**config.mk**
```make
export PLATFORM = sky130hd
export DESIGN_NAME = rotary_encoder_volume_pulser_flat
export DESIGN_NICKNAME = d
export VERILOG_FILES = /design/src/revp_pkg.sv /design/src/revp_if.sv /design/src/rotary_encoder_volume_pulser.sv /design/src/flat_wrapper.sv
export SDC_FILE = /design/constraint.sdc
export NUM_CORES = 1
export LEC_CHECK = 0
export BUFFER_PORTS_ARGS = -buffer_cell sky130_fd_sc_hd__buf_2
export CAP_MARGIN = 20
export CORE_MARGIN = 2
export CORE_UTILIZATION = 42
export DETAILED_ROUTE_END_ITERATION = 8
export PLACE_DENSITY = 0.71
export RECOVER_POWER = 25
export SLEW_MARGIN = 20
export SYNTH_ARGS = -nofsm -noshare
export SYNTH_HDL_FRONTEND = slang
export SYNTH_SLANG_ARGS = --single-unit
```
**constraint.sdc**
```tcl
create_clock -name clk -period 9.2 [get_ports clk]
set_input_delay 0.46 -clock clk [delete_from_list [all_inputs] [get_ports clk]]
set_output_delay 0.46 -clock clk [all_outputs]
set_load 0.03 [all_outputs]
```
**src/revp_pkg.sv**
```systemverilog
// ----------------------------------------------------------------------------
// revp_pkg
// Shared widths, direction codes and configuration register indexes for the
// rotary encoder volume pulser.
// ----------------------------------------------------------------------------
`timescale 1ns / 1ps

package revp_pkg;

  localparam int TickWidth   = 16;
  localparam int CountWidth  = 3;
  localparam int QueueWidth  = 2;
  localparam int CfgIdxWidth = 3;
  localparam int CfgDatWidth = 16;

  typedef logic [TickWidth-1:0] tick_t;

  typedef enum logic [1:0] {
    DirCw      = 2'd0,
    DirCcw     = 2'd1,
    DirUnknown = 2'd2
  } dir_t;

  typedef enum logic [CfgIdxWidth-1:0] {
    RegMaxEdgeGap      = 3'd0,
    RegPulseTicks      = 3'd1,
    RegResetHoldTicks  = 3'd2,
    RegResetPulseTicks = 3'd3,
    RegDetentThreshold = 3'd4
  } cfg_reg_t;

  localparam logic [1:0] PhaseIdle    = 2'd0;
  localparam logic [1:0] PhaseHeld    = 2'd1;
  localparam logic [1:0] PhaseReset   = 2'd2;

  localparam logic [CountWidth-1:0] CountMax = '1;
  localparam logic [QueueWidth-1:0] QueueMax = '1;

  localparam tick_t      MaxEdgeGapRst      = tick_t'(250);
  localparam tick_t      PulseTicksRst      = tick_t'(18);
  localparam tick_t      ResetHoldTicksRst  = tick_t'(450);
  localparam tick_t      ResetPulseTicksRst = tick_t'(2);
  localparam logic [CountWidth-1:0] DetentThresholdRst = CountWidth'(3);

endpackage

```
**src/revp_if.sv**
```systemverilog
// ----------------------------------------------------------------------------
// revp_if
// Valid/ready channels of the rotary encoder volume pulser: line samples,
// drive-line results and configuration writes.
// ----------------------------------------------------------------------------
`timescale 1ns / 1ps

interface revp_sample_if;
  logic valid;
  logic ready;
  logic line_a;
  logic line_b;
  logic key_level;
  logic tick;

  modport source (output valid, line_a, line_b, key_level, tick, input ready);
  modport sink   (input valid, line_a, line_b, key_level, tick, output ready);
endinterface

interface revp_result_if;
  logic       valid;
  logic       ready;
  logic       vol_up;
  logic       vol_down;
  logic       reset_line;
  logic [1:0] turn_direction;

  modport source (output valid, vol_up, vol_down, reset_line, turn_direction, input ready);
  modport sink   (input valid, vol_up, vol_down, reset_line, turn_direction, output ready);
endinterface

interface revp_cfg_if;
  logic                              valid;
  logic                              ready;
  logic [revp_pkg::CfgIdxWidth-1:0]  index;
  logic [revp_pkg::CfgDatWidth-1:0]  data;

  modport source (output valid, index, data, input ready);
  modport sink   (input valid, index, data, output ready);
endinterface

```
**src/rotary_encoder_volume_pulser.sv**
```systemverilog
// ----------------------------------------------------------------------------
// rotary_encoder_volume_pulser
// Request to result: input register, a single pass of state update, result register.
// Throughput: one sample per cycle while the result side is not stalled.
// Reset (rst, synchronous): counters cleared, direction unknown, drive lines
// up 0, down 0, reset 1, configuration back to defaults.
// Quadrature decode with detent counting, volume pulse queue and key-hold reset pulse.
// ----------------------------------------------------------------------------
`timescale 1ns / 1ps

module rotary_encoder_volume_pulser (
  input  logic                 clk,
  input  logic                 rst,
  revp_sample_if.sink          sample,
  revp_result_if.source        result,
  revp_cfg_if.sink             cfg
);

  typedef struct packed {
    revp_pkg::tick_t                      tick_count;
    logic                                 primed;
    logic                                 prev_a;
    logic                                 prev_b;
    revp_pkg::dir_t                       roll_dir;
    logic [revp_pkg::CountWidth-1:0]      edge_count;
    logic [revp_pkg::QueueWidth-1:0]      queued_steps;
    logic                                 pulse_active;
    logic                                 pulse_timing;
    revp_pkg::tick_t                      pulse_start;
    revp_pkg::tick_t                      last_edge_time;
    logic [1:0]                           press_phase;
    logic                                 key_timing;
    revp_pkg::tick_t                      key_start;
    logic                                 drv_up;
    logic                                 drv_down;
    logic                                 drv_reset;
  } state_t;

  localparam state_t StateRst = '{
    tick_count:     '0,
    primed:         1'b0,
    prev_a:         1'b0,
    prev_b:         1'b0,
    roll_dir:       revp_pkg::DirUnknown,
    edge_count:     '0,
    queued_steps:   '0,
    pulse_active:   1'b0,
    pulse_timing:   1'b0,
    pulse_start:    '0,
    last_edge_time: '0,
    press_phase:    revp_pkg::PhaseIdle,
    key_timing:     1'b0,
    key_start:      '0,
    drv_up:         1'b0,
    drv_down:       1'b0,
    drv_reset:      1'b1
  };

  revp_pkg::tick_t                  max_edge_gap;
  revp_pkg::tick_t                  pulse_ticks;
  revp_pkg::tick_t                  reset_hold_ticks;
  revp_pkg::tick_t                  reset_pulse_ticks;
  logic [revp_pkg::CountWidth-1:0]  detent_threshold;

  state_t st;
  state_t st_next;

  logic s_valid;
  logic s_a;
  logic s_b;
  logic s_key;
  logic s_tick;
  logic s_advance;
  logic out_valid;

  assign cfg.ready    = 1'b1;
  assign s_advance    = s_valid && (!out_valid || result.ready);
  assign sample.ready = !s_valid || s_advance;
  assign result.valid = out_valid;

  // configuration registers
  always_ff @(posedge clk) begin
    if (rst) begin
      max_edge_gap      <= revp_pkg::MaxEdgeGapRst;
      pulse_ticks       <= revp_pkg::PulseTicksRst;
      reset_hold_ticks  <= revp_pkg::ResetHoldTicksRst;
      reset_pulse_ticks <= revp_pkg::ResetPulseTicksRst;
      detent_threshold  <= revp_pkg::DetentThresholdRst;
    end else if (cfg.valid) begin
      unique case (cfg.index)
        revp_pkg::RegMaxEdgeGap:      max_edge_gap      <= cfg.data;
        revp_pkg::RegPulseTicks:      pulse_ticks       <= cfg.data;
        revp_pkg::RegResetHoldTicks:  reset_hold_ticks  <= cfg.data;
        revp_pkg::RegResetPulseTicks: reset_pulse_ticks <= cfg.data;
        revp_pkg::RegDetentThreshold:
          detent_threshold <= cfg.data[revp_pkg::CountWidth-1:0];
        default: ;
      endcase
    end
  end

  // one pass of decode, key and pulse handling
  always_comb begin
    logic                  diff_a;
    logic                  diff_b;
    logic                  edge_seen;
    revp_pkg::dir_t        edge_dir;
    revp_pkg::tick_t       gap;

    st_next   = st;
    diff_a    = s_a ^ st.prev_a;
    diff_b    = s_b ^ st.prev_b;
    edge_seen = 1'b0;
    edge_dir  = revp_pkg::DirUnknown;

    st_next.tick_count = st.tick_count + revp_pkg::tick_t'(s_tick);
    gap = st_next.tick_count - st.last_edge_time;

    if (!st.primed) begin
      st_next.primed = 1'b1;
    end else if (diff_a && !diff_b) begin
      edge_seen = 1'b1;
      edge_dir  = (s_a == s_b) ? revp_pkg::DirCcw : revp_pkg::DirCw;
    end else if (diff_b && !diff_a) begin
      edge_seen = 1'b1;
      edge_dir  = (s_a == s_b) ? revp_pkg::DirCw : revp_pkg::DirCcw;
    end

    if (edge_seen) begin
      if (edge_dir != st.roll_dir) begin
        st_next.roll_dir     = edge_dir;
        st_next.edge_count   = revp_pkg::CountWidth'(1);
        st_next.queued_steps = '0;
        st_next.pulse_timing = 1'b0;
        st_next.pulse_active = 1'b0;
        st_next.drv_up       = 1'b0;
        st_next.drv_down     = 1'b0;
      end else begin
        if (gap > max_edge_gap) begin
          st_next.edge_count = revp_pkg::CountWidth'(1);
        end else if (st.edge_count != revp_pkg::CountMax) begin
          st_next.edge_count = st.edge_count + revp_pkg::CountWidth'(1);
        end
        if (st_next.edge_count > detent_threshold) begin
          if (!st.pulse_active) begin
            st_next.pulse_active = 1'b1;
            if (edge_dir == revp_pkg::DirCw) begin
              st_next.drv_up = 1'b1;
            end else begin
              st_next.drv_down = 1'b1;
            end
            st_next.pulse_start  = st_next.tick_count;
            st_next.pulse_timing = 1'b1;
          end
          if (st.queued_steps != revp_pkg::QueueMax) begin
            st_next.queued_steps = st.queued_steps + revp_pkg::QueueWidth'(1);
          end
          st_next.edge_count = '0;
        end
      end
      st_next.last_edge_time = st_next.tick_count;
    end
    st_next.prev_a = s_a;
    st_next.prev_b = s_b;

    // key hold: issue the active-low reset pulse
    if (st.press_phase != revp_pkg::PhaseReset) begin
      if (!s_key) begin
        st_next.press_phase = revp_pkg::PhaseIdle;
        st_next.key_timing  = 1'b0;
      end else begin
        st_next.press_phase = revp_pkg::PhaseHeld;
        if (!st.key_timing) begin
          st_next.key_start  = st_next.tick_count;
          st_next.key_timing = 1'b1;
        end else if ((st_next.tick_count - st.key_start) > reset_hold_ticks) begin
          st_next.drv_reset   = 1'b0;
          st_next.press_phase = revp_pkg::PhaseReset;
          st_next.key_start   = st_next.tick_count;
        end
      end
    end else if ((st_next.tick_count - st.key_start) >= reset_pulse_ticks) begin
      st_next.drv_reset   = 1'b1;
      st_next.key_timing  = 1'b0;
      st_next.press_phase = revp_pkg::PhaseHeld;
    end

    // volume pulse: end or repeat from the queue
    if (st_next.pulse_timing &&
        ((st_next.tick_count - st_next.pulse_start) > pulse_ticks)) begin
      if (st_next.queued_steps < revp_pkg::QueueWidth'(2)) begin
        st_next.drv_up       = 1'b0;
        st_next.drv_down     = 1'b0;
        st_next.pulse_timing = 1'b0;
        st_next.queued_steps = '0;
        st_next.pulse_active = 1'b0;
      end else begin
        st_next.queued_steps = st_next.queued_steps - revp_pkg::QueueWidth'(1);
        if (st_next.roll_dir == revp_pkg::DirCw) begin
          st_next.drv_up = 1'b1;
        end else begin
          st_next.drv_down = 1'b1;
        end
        st_next.pulse_start = st_next.tick_count;
      end
    end
  end

  // input register, state and result register
  always_ff @(posedge clk) begin
    if (rst) begin
      s_valid   <= 1'b0;
      out_valid <= 1'b0;
      st        <= StateRst;
    end else begin
      if (sample.valid && sample.ready) begin
        s_valid <= 1'b1;
        s_a     <= sample.line_a;
        s_b     <= sample.line_b;
        s_key   <= sample.key_level;
        s_tick  <= sample.tick;
      end else if (s_advance) begin
        s_valid <= 1'b0;
      end

      if (s_advance) begin
        st                    <= st_next;
        out_valid             <= 1'b1;
        result.vol_up         <= st_next.drv_up;
        result.vol_down       <= st_next.drv_down;
        result.reset_line     <= st_next.drv_reset;
        result.turn_direction <= st_next.roll_dir;
      end else if (result.ready) begin
        out_valid <= 1'b0;
      end
    end
  end

endmodule

```
**src/flat_wrapper.sv**
```systemverilog
// flat-port wrapper written by rule: the top's interface ports become plain ports
module rotary_encoder_volume_pulser_flat 
  (clk, rst, sample_valid, sample_line_a, sample_line_b, sample_key_level, sample_tick, sample_ready, result_valid, result_vol_up, result_vol_down, result_reset_line, result_turn_direction, result_ready, cfg_valid, cfg_index, cfg_data, cfg_ready);
  revp_sample_if sample_i ();
  revp_result_if result_i ();
  revp_cfg_if cfg_i ();
  input  logic clk;
  input  logic rst;
  input wire logic [$bits(sample_i.valid)-1:0] sample_valid;
  input wire logic [$bits(sample_i.line_a)-1:0] sample_line_a;
  input wire logic [$bits(sample_i.line_b)-1:0] sample_line_b;
  input wire logic [$bits(sample_i.key_level)-1:0] sample_key_level;
  input wire logic [$bits(sample_i.tick)-1:0] sample_tick;
  output wire logic [$bits(sample_i.ready)-1:0] sample_ready;
  output wire logic [$bits(result_i.valid)-1:0] result_valid;
  output wire logic [$bits(result_i.vol_up)-1:0] result_vol_up;
  output wire logic [$bits(result_i.vol_down)-1:0] result_vol_down;
  output wire logic [$bits(result_i.reset_line)-1:0] result_reset_line;
  output wire logic [$bits(result_i.turn_direction)-1:0] result_turn_direction;
  input wire logic [$bits(result_i.ready)-1:0] result_ready;
  input wire logic [$bits(cfg_i.valid)-1:0] cfg_valid;
  input wire logic [$bits(cfg_i.index)-1:0] cfg_index;
  input wire logic [$bits(cfg_i.data)-1:0] cfg_data;
  output wire logic [$bits(cfg_i.ready)-1:0] cfg_ready;
  assign sample_i.valid = sample_valid;
  assign sample_i.line_a = sample_line_a;
  assign sample_i.line_b = sample_line_b;
  assign sample_i.key_level = sample_key_level;
  assign sample_i.tick = sample_tick;
  assign sample_ready = sample_i.ready;
  assign result_valid = result_i.valid;
  assign result_vol_up = result_i.vol_up;
  assign result_vol_down = result_i.vol_down;
  assign result_reset_line = result_i.reset_line;
  assign result_turn_direction = result_i.turn_direction;
  assign result_i.ready = result_ready;
  assign cfg_i.valid = cfg_valid;
  assign cfg_i.index = cfg_index;
  assign cfg_i.data = cfg_data;
  assign cfg_ready = cfg_i.ready;
  rotary_encoder_volume_pulser u_core (.clk(clk), .rst(rst), .sample(sample_i), .result(result_i), .cfg(cfg_i));
endmodule
```
==> results of run 1 <==
==> metal layers <==
metal  GRT usage (%)  vias to the layer above  part of all wire, %  wire (µm)
li1                -                     4829                    -          -
met1           27.86                     4450                   45      12610
met2           35.58                      240                   47      13420
met3           3.073                       58                  4.9       1394
met4           9.010                        0                  3.1        888
met5               0                        -                    0          0
==> synthesized netlist by cell type, types with 18 or more instances <==
library cell	instances
a21o_1	25
dfxtp_1	151
mux2i_1	20
nor2b_1	18
nand3_1	29
nor3_1	71
xor2_1	25
xnor2_1	25
a21oi_1	125
o21ai_0	48
clkbuf_1	42
nor2_1	119
ha_1	118
a211oi_1	37
inv_1	120
nand2_1	173
o211ai_1	18
==> timing repair <==
item | 4_1_cts | 5_1_grt
gates resized for setup | 4 | 43
setup buffers | 0 | 6
pin swaps | 0 | 14
endpoints found under the setup margin | 18 | 24
==> logic make-up (layout without fill, tap and decap cells) <==
kind of cell             count (synthesis)  in the layout  share of synthesized area [%]
AND/OR/NAND/NOR                        497            497                          21.65
AO/OA/AOI/OAI                          335            335                          20.43
buffers and inverters                  175            235                          6.358
flip-flops                             160            160                          30.93
adder cells (fa/ha/maj)                120            120                          14.24
XOR/XNOR                                51             51                          4.337
multiplexers                            21             21                          2.021
other                                    1              1                        0.03522
==> worst max-delay path: cells and delay by family, from the launching register on <==
kind            cells  cell delay [ns]
mux                 1             0.17
fa+ha+maj           7             1.98
xor+xnor            1             0.18
buf+inv             4             0.55
simple gates       14             2.24
flops               1             0.37
compound gates     16             3.15
==> path summary, 6_finish.rpt <==
kind                             endpoint  slack [ns]  cells after the start
setup / recovery             u_core.st[2]        0.47                     43
setup reg to reg             u_core.st[2]        0.47                     43
hold / removal                 u_core.s_a        0.18                      1
hold reg to reg   u_core.max_edge_gap[10]        0.45                      2
==> area by class of cell <==
type                    count  area share (%)
well taps                 330           3.409
inverters                 120           3.719
flip-flops and latches    160           27.19
multi-input cells        1025           56.48
clock inverters            14           1.219
clock buffers              18           3.544
repair buffers             83           4.432
==> state kept, by name, summed over array words and instances (netlist names) <==
register	flops
u_core.st	82
u_core.max_edge_gap	16
u_core.pulse_ticks	16
u_core.reset_hold_ticks	16
u_core.reset_pulse_ticks	16
u_core.detent_threshold	3
u_core.result.turn_direction	2
u_core.result.reset_line	1
u_core.result.valid	1
u_core.result.vol_down	1
u_core.result.vol_up	1
u_core.s_a	1
u_core.s_b	1
u_core.s_key	1
u_core.s_tick	1
u_core.s_valid	1
==> stage by stage <==
stage                      TNS [ns]  hold slack [ns]
final                             0           0.1849
after global routing      -0.003530           0.1766
after CTS                         0           0.1776
after detailed placement    -0.4153           0.4472
after global placement            0           0.4429
after floorplan                   0           0.4357
==> power breakdown <==
part	internal (µW)	total, µW	switching [µW]	leakage [µW]
clock network	383	713	330	0.000279
logic	126	319	193	0.00341
registers	715	723	8.50	0.00130
==> impl_metrics.json, run 1 <==
{
  "yosys-top-cells-area": "dfxtp_1 28%, ha_1 14%, nand2_1 6.1%",
  "fillCellCount": 2389,
  "clkLatencyLatePin_ns": 0.44,
  "n_antenna_cell": 0,
  "ctsHoldBuffers": 0,
  "syn-num-nets": 1508,
  "drtPass1Iterations": 7,
  "drive_above_1_share_pct": 11.76,
  "slowest_stage": "or4_1",
  "grt_pass1_wl_um": 45130,
  "ioPinCount": 36,
  "h-tree-depth": 4,
  "hold_start": "sample_line_a",
  "power_density_nw_per_um2": 144.9,
  "worst_slew_pin_slew_ns": 3.551,
  "slew_viol_final": 113,
  "post_drt_wl_per_cell_um": 16.18,
  "synth_edf_count": 9,
  "end_kind": "flip-flop",
  "cp-start-kind": "flip-flop",
  "grt_max_degree": 77,
  "total_power_uw": 1755,
  "fin_area_um2": 12110,
  "final_cell_mix": "171 x nand2_1, 151 x dfxtp_1, 122 x a21oi_1, 119 x inv_1",
  "peakVddDrop_mv": 0.1018,
  "avgViaCountPerCell": 5.473,
  "path_common_cell": "ha_1",
  "crit_arrival_ns": 9.07,
  "synth_top_area_share_pct": 28.39,
  "regArea_um2": 3293,
  "clockBufferDepth": 2,
  "ys.flop_type": "dfxtp_1",
  "coreArea_um2": 25040,
  "path_clk_slew_ns": 0.08,
  "crit_path_max_fanout": 5,
  "finalSetupViolCount": 0,
  "period_share_pct": 94.85,
  "numCtsBuffers": 17,
  "io_buffer_count": 34,
  "cp.required_ns": 9.54,
  "grt_usage_pct": 21.44,
  "die_area_um2": 26640,
  "synth_top_cell_by_area": "dfxtp_1",
  "syn_area_um2": 10650,
  "placed_cell_area_um2": 11350,
  "gp_congestion": 0.9269,
  "dp_slack_ns": -0.1125,
  "ant_nets": 0,
  "grt_antenna_before_repair": 0,
  "dieWidth_um": 163.2,
  "cts_tree": "done",
  "crit_start": "u_core.s_tick",
  "vias": 9577,
  "utilization_pct": 48.37,
  "fmax_mhz": 114.6,
  "p_leak_uw": 0.004992,
  "violations": "capacitance limit, slew limit",
  "synthArstFlopShare_pct": 0,
  "slew_headroom_pct": -136.8,
  "seq_area_frac_synth_pct": 30.93,
  "syn-instance-count": 1360,
  "skew_ns": 0.01615,
  "dp.cells": 1712,
  "period_minus_slack_ns": 8.727,
  "slowest_delay_ns": 0.51,
  "critical_path_class": "reg -> reg",
  "multi_input_area_um2": 6840,
  "grt_pass1_vias": 8974,
  "cap_viol_max_count": 2,
  "dpl.hpwl_um": 20850,
  "die_y_um": 163.2,
  "root_buffer": "clkbuf_16",
  "r2r-start": "u_core.s_tick",
  "drc": 0,
  "final_common_cell": "nand2_1",
  "ys_warn_count": 0,
  "start_util_pct": 42.52,
  "ys_ff_latch": 160,
  "final_cells": 1750,
  "rows": 58,
  "layout.nets": 1555,
  "grt_overflow_total": 0,
  "wirelength_um": 28310,
  "yosys.cell_types.count": 77,
  "area_growth_pct": 13.75,
  "drt_iter0_markers": 680,
  "status": "complete, but fails checks",
  "fin_ws_ns": 0.4734,
  "syn_avg_cell_area_um2": 7.828,
  "cts_sinks": 160,
  "worstHoldPathType": "in -> reg",
  "final_hold_viol_count": 0
}
Power figures use the tool's default switching activity.
==> run 2: changes to the inputs <==
--- a/config.mk
+++ b/config.mk
@@ -7,6 +7,7 @@
 export LEC_CHECK = 0
 export BUFFER_PORTS_ARGS = -buffer_cell sky130_fd_sc_hd__buf_2
 export CAP_MARGIN = 20
+export CORE_ASPECT_RATIO = 0.7
 export CORE_MARGIN = 2
 export CORE_UTILIZATION = 42
 export DETAILED_ROUTE_END_ITERATION = 8
==> run 2 against run 1 <==
Against the previous run: the flow still finishes with violations (capacitance limit, slew limit); flip-flop and latch count is the same; final cell count is 0.17% higher; clock power grew 7.7%; worst setup slack better by 0.045 ns.
==> impl_metrics.json, run 2 (same netlist as run 1, synthesis figures left out) <==
{
  "worst_slew_pin_slew_ns": 3.583,
  "grt_pass1_wl_um": 47090,
  "rows": 48,
  "path_clk_slew_ns": 0.07,
  "grt_antenna_before_repair": 0,
  "final_cell_mix": "171 x nand2_1, 151 x dfxtp_1, 120 x a21oi_1, 119 x inv_1, 117 x nor2_1",
  "power_density_nw_per_um2": 149.3,
  "crit_arrival_ns": 9.04,
  "whs_path_depth": 1,
  "cts_tree": "done",
  "final_common_cell": "nand2_1",
  "start_util_pct": 42.92,
  "violations": "capacitance limit, slew limit",
  "period_minus_slack_ns": 8.682,
  "post_drt_wl_per_cell_um": 16.70,
  "holdWs_ns": 0.1905,
  "end_kind": "flip-flop",
  "p_switching_uw": 522.2,
  "avgViaCountPerCell": 5.649,
  "grt_overflow_total": 0,
  "ant_nets": 0,
  "power_frac_clock_pct": 41.7,
  "fmax_mhz": 115.2,
  "comb_power_share_pct": 19.0,
  "die_area_um2": 26660,
  "seqPwrFrac_pct": 39.3,
  "dieWidth_um": 194.3,
  "regToRegSetupSlack_ns": 0.52,
  "dp_slack_ns": -0.3274,
  "root_buffer": "clkbuf_16",
  "fillCellCount": 2362,
  "crit_end": "u_core.st[38]",
  "r2r_cells": 47,
  "area_growth_pct": 15.90,
  "peakVddDrop_mv": 0.1268,
  "cp.required_ns": 9.56,
  "dr_wl_met2_um": 12460,
  "die_y_um": 137.2,
  "slowest_stage": "or4_1",
  "slew_viol_final": 114,
  "internal_power_uw": 1320,
  "grt_usage_pct": 22.36,
  "finalSetupViolCount": 0,
  "multi_input_area_um2": 6935,
  "h-tree-depth": 4,
  "dpl.hpwl_um": 21630,
  "io_buffer_count": 34,
  "drt_iter0_markers": 802,
  "regMostFlops": "u_core.st",
  "fin_ws_ns": 0.5184,
  "ioPinCount": 36,
  "met3WireLength_um": 2074,
  "slowest_delay_ns": 0.53,
  "layout.nets": 1563,
  "slew_headroom_pct": -138.9,
  "final_hold_viol_count": 0,
  "drive_above_1_share_pct": 12.61,
  "wirelength_um": 29270,
  "numCtsBuffers": 17,
  "r2r-start": "u_core.s_tick",
  "worstHoldPathType": "in -> reg",
  "grt_pass1_vias": 9046,
  "gp_congestion": 0.9506,
  "coreArea_um2": 24800,
  "crit_start": "u_core.s_tick",
  "swShare_pct": 28.35,
  "ctsHoldBuffers": 0,
  "skew_ns": 0.007418,
  "p_leak_uw": 0.005092,
  "grt_max_degree": 78,
  "period_share_pct": 94.36,
  "cp-start-kind": "flip-flop",
  "drc": 0,
  "utilization_pct": 49.75,
  "cap_viol_max_count": 2,
  "critical_path_class": "reg -> reg",
  "dr.max_layer_used": "met4",
  "rr_endpoint": "u_core.st[38]",
  "n_antenna_cell": 0,
  "path_common_cell": "ha_1",
  "clockBufferDepth": 2,
  "vias": 9902,
  "met1_length_um": 14100,
  "status": "complete, but fails checks",
  "largest_reg_flops": 82,
  "drtPass1Iterations": 5,
  "clkLatencyLatePin_ns": 0.44,
  "regArea_um2": 3293,
  "cts_sinks": 160,
  "crit_path_max_fanout": 13
}
## run 2: metal layers
| metal | track usage, % | up-vias |
|---|---|---|
| met2 | 33.87 | 333 |
| met1 | 31.77 | 4669 |
| met4 | 7.863 | 0 |
| met3 | 4.308 | 47 |
| li1 | - | 4853 |
| met5 | 0 | - |
## run 2: how the worst min path moves through the flow
stage	start	endpoint	slack [ns]
2_1_floorplan	u_core.st[0]	u_core.st[0]	0.44
3_3_place_gp	u_core.reset_pulse_ticks[14]	u_core.reset_pulse_ticks[14]	0.44
3_5_place_dp	u_core.max_edge_gap[2]	u_core.max_edge_gap[2]	0.45
4_1_cts	sample_line_a	u_core.s_a	0.17
5_1_grt	sample_line_a	u_core.s_a	0.18
6_report	sample_line_a	u_core.s_a	0.19
## run 2: power groups by stage
stage / combinational (µW) / sequential (µW) / clock, µW
final: 350 / 724 / 768
after global routing: 391 / 725 / 808
after CTS: 328 / 723 / 778
after detailed placement: 317 / 739 / 0
after global placement: 307 / 738 / 0
after floorplan: 218 / 738 / 0
## run 2: through the flow
stage	cells	total power [µW]	TNS (ns)	instance area (µm²)
final	1753	1842	0	12340
after global routing	1753	1924	-1.352	12340
after CTS	1745	1829	0	12060
after detailed placement	1712	1055	-5.271	11390
after global placement	1712	1045	0	11390
after floorplan	1360	956.4	0	10650
## run 2: repair_timing
action	4_1_cts	5_1_grt
hold endpoints to repair	0	0
pin swaps	2	16
resized for setup	10	55
endpoints found under the setup margin	24	24
buffers inserted	1	8
## run 2: worst max-delay path, delay by kind of cell, from the launching register on
family	cells	cell delay, ns
AOI/OAI and AO/OA	16	2.60
buffers and inverters	7	0.91
and+or+nand+nor	16	2.52
adders and majority gates	8	2.19
DFF	1	0.37
## run 2: layout make-up
| cell class | count | share of cell area, % |
|---|---|---|
| clock inverter | 10 | 1.207 |
| timing repair buffer | 91 | 5.019 |
| inverter | 120 | 3.650 |
| tap | 325 | 3.295 |
| clock buffer | 22 | 3.934 |
| multi-input combinational | 1025 | 56.21 |
| sequential | 160 | 26.69 |
==> run 3: changes to the inputs <==
--- a/config.mk
+++ b/config.mk
@@ -7,11 +7,13 @@
 export LEC_CHECK = 0
 export BUFFER_PORTS_ARGS = -buffer_cell sky130_fd_sc_hd__buf_2
 export CAP_MARGIN = 20
+export CELL_PAD_IN_SITES_DETAIL_PLACEMENT = 1
+export CELL_PAD_IN_SITES_GLOBAL_PLACEMENT = 1
 export CORE_ASPECT_RATIO = 0.7
 export CORE_MARGIN = 2
 export CORE_UTILIZATION = 42
 export DETAILED_ROUTE_END_ITERATION = 8
-export PLACE_DENSITY = 0.71
+export PLACE_DENSITY = 0.87
 export RECOVER_POWER = 25
 export SLEW_MARGIN = 20
 export SYNTH_ARGS = -nofsm -noshare
==> run 3 against run 2 <==
Against the previous run: the flow finishes with violations (DRC, capacitance limit, slew limit, setup timing); maximum frequency fell by 6.9%; via count rose by 6.3%; critical path depth rose by 2; highest routed layer unchanged.
==> impl_metrics.json, run 3 (same netlist as run 1, synthesis figures left out) <==
{
  "worstHoldPathType": "in -> reg",
  "post_drt_wl_per_cell_um": 21.65,
  "drive_above_1_share_pct": 15.96,
  "gp_congestion": 0.9164,
  "slowest_stage": "o311ai_1",
  "h-tree-depth": 4,
  "path_common_cell": "buf_4",
  "grt_overflow_total": 0,
  "slowest_delay_ns": 0.42,
  "critical_path_class": "reg -> reg",
  "rows": 48,
  "cts_tree": "done",
  "ctsHoldBuffers": 0,
  "final_common_cell": "nand2_1",
  "crit_path_max_fanout": 6,
  "clkLatencyLatePin_ns": 0.45,
  "status": "complete, but fails checks",
  "grt_pass1_vias": 10620,
  "wirelength_um": 38360,
  "cp.required_ns": 9.51,
  "final_cells": 1772,
  "vias": 10520,
  "dp.cells": 1715,
  "numCtsBuffers": 17,
  "crit_arrival_ns": 9.64,
  "grt_max_degree": 89,
  "drtPass1Iterations": 8,
  "p_leak_uw": 0.005213,
  "slew_viol_final": 89,
  "cts_sinks": 160,
  "end_kind": "flip-flop",
  "area_growth_pct": 18.91,
  "skew_ns": 0.01579,
  "finalSetupViolCount": 20,
  "die_y_um": 137.2,
  "die_area_um2": 26660,
  "final_cell_mix": "170 x nand2_1, 150 x dfxtp_1, 120 x inv_1, 119 x a21oi_1, 111 x nor2_1",
  "start_util_pct": 42.92,
  "peakVddDrop_mv": 0.08408,
  "ant_nets": 0,
  "holdWs_ns": 0.1787,
  "path_clk_slew_ns": 0.07,
  "dpl.hpwl_um": 25360,
  "final_hold_viol_count": 0,
  "period_minus_slack_ns": 9.326,
  "cp-start-kind": "flip-flop",
  "power_density_nw_per_um2": 142.7,
  "grt_pass1_wl_um": 55680,
  "coreArea_um2": 24800,
  "fillCellCount": 2958,
  "ioPinCount": 36,
  "cap_viol_max_count": 1,
  "layout.nets": 1582,
  "violations": "DRC, capacitance limit, slew limit, setup timing",
  "drc": 2,
  "largest_reg_flops": 82,
  "fin_ws_ns": -0.1255,
  "drt_iter0_markers": 737,
  "avgViaCountPerCell": 5.938,
  "period_share_pct": 101.4,
  "grt_antenna_before_repair": 0,
  "clockBufferDepth": 2,
  "dieWidth_um": 194.3,
  "worst_slew_pin_slew_ns": 4.269,
  "n_antenna_cell": 0,
  "slew_headroom_pct": -184.6,
  "regMostFlops": "u_core.st",
  "grt_usage_pct": 26.39,
  "io_buffer_count": 34,
  "total_power_uw": 1806,
  "root_buffer": "clkbuf_16",
  "fmax_mhz": 107.2
}
-- run 3: cell types whose count changed in the layout (fill, tap and decap cells not counted), moves of 5 or more --
| cell | delta |
|---|---|
| nor2_2 | +5 |
| nor2_1 | -6 |
| ha_1 | -5 |
| ha_4 | +6 |
| buf_4 | +16 |
| buf_6 | +5 |
-- run 3: power breakdown --
group	internal, µW	switching [µW]	total [µW]
sequential	715	10.0	725
combinational	142	223	365
clock	376	341	716
total	1230	574	1810
-- run 3: path summary, 6_finish.rpt --
path | depth (start not counted) | end | slack [ns] | startpoint
max | 49 | u_core.st[56] | -0.13 | u_core.st[66]
min | 1 | u_core.s_a | 0.18 | sample_line_a
max reg2reg | 49 | u_core.st[56] | -0.13 | u_core.st[66]
min reg2reg | 2 | u_core.reset_hold_ticks[5] | 0.46 | u_core.reset_hold_ticks[5]
-- run 3: final cells by class --
cell class	instances	area [µm²]	share of cell area [%]
Clock buffer	17	425.4	3.360
Sequential cell	160	3294	26.02
Timing Repair Buffer	110	793.3	6.266
Multi-Input combinational cell	1025	7157	56.53
Inverter	120	450.4	3.558
Clock inverter	15	132.6	1.048
Tap cell	325	406.6	3.212
-- run 3: stage by stage --
step	util (%)	instance area [µm²]	setup slack, ns	TNS [ns]
2_1_floorplan	-	10650	0.3298	0
6_report	51.04	12660	-0.1255	-1.200
3_5_place_dp	45.91	11390	-0.4080	-7.526
5_1_grt	51.04	12660	-0.5765	-11.74
4_1_cts	48.50	12030	-0.0004627	-0.0004627
3_3_place_gp	45.90	11380	0.03733	0
-- run 3: routing by layer --
metal / part of all wire (%) / global-route usage, % / up-vias
li1: - / - / 4881
met1: 44 / 34.12 / 5232
met2: 47 / 45.38 / 294
met3: 4.5 / 3.794 / 116
met4: 3.8 / 9.573 / 0
met5: 0 / 0 / -
-- run 3: worst max-delay path: cells and delay by family (launching register included) --
kind | cells | cell delay, ns
and+or+nand+nor | 16 | 2.25
xor gates and xnor gates | 2 | 0.43
adders and majority gates | 7 | 1.74
AOI/OAI and AO/OA | 17 | 3.24
muxes | 1 | 0.20
buffers and inverters | 6 | 0.94
DFF | 1 | 0.39
-- run 3: timing repair --
action / 4_1_cts / 5_1_grt
pin swaps: 4 / 51
gates resized for setup: 18 / 90
gates cloned: 0 / 1
setup buffers: 0 / 24
endpoints found under the setup margin: 24 / 24
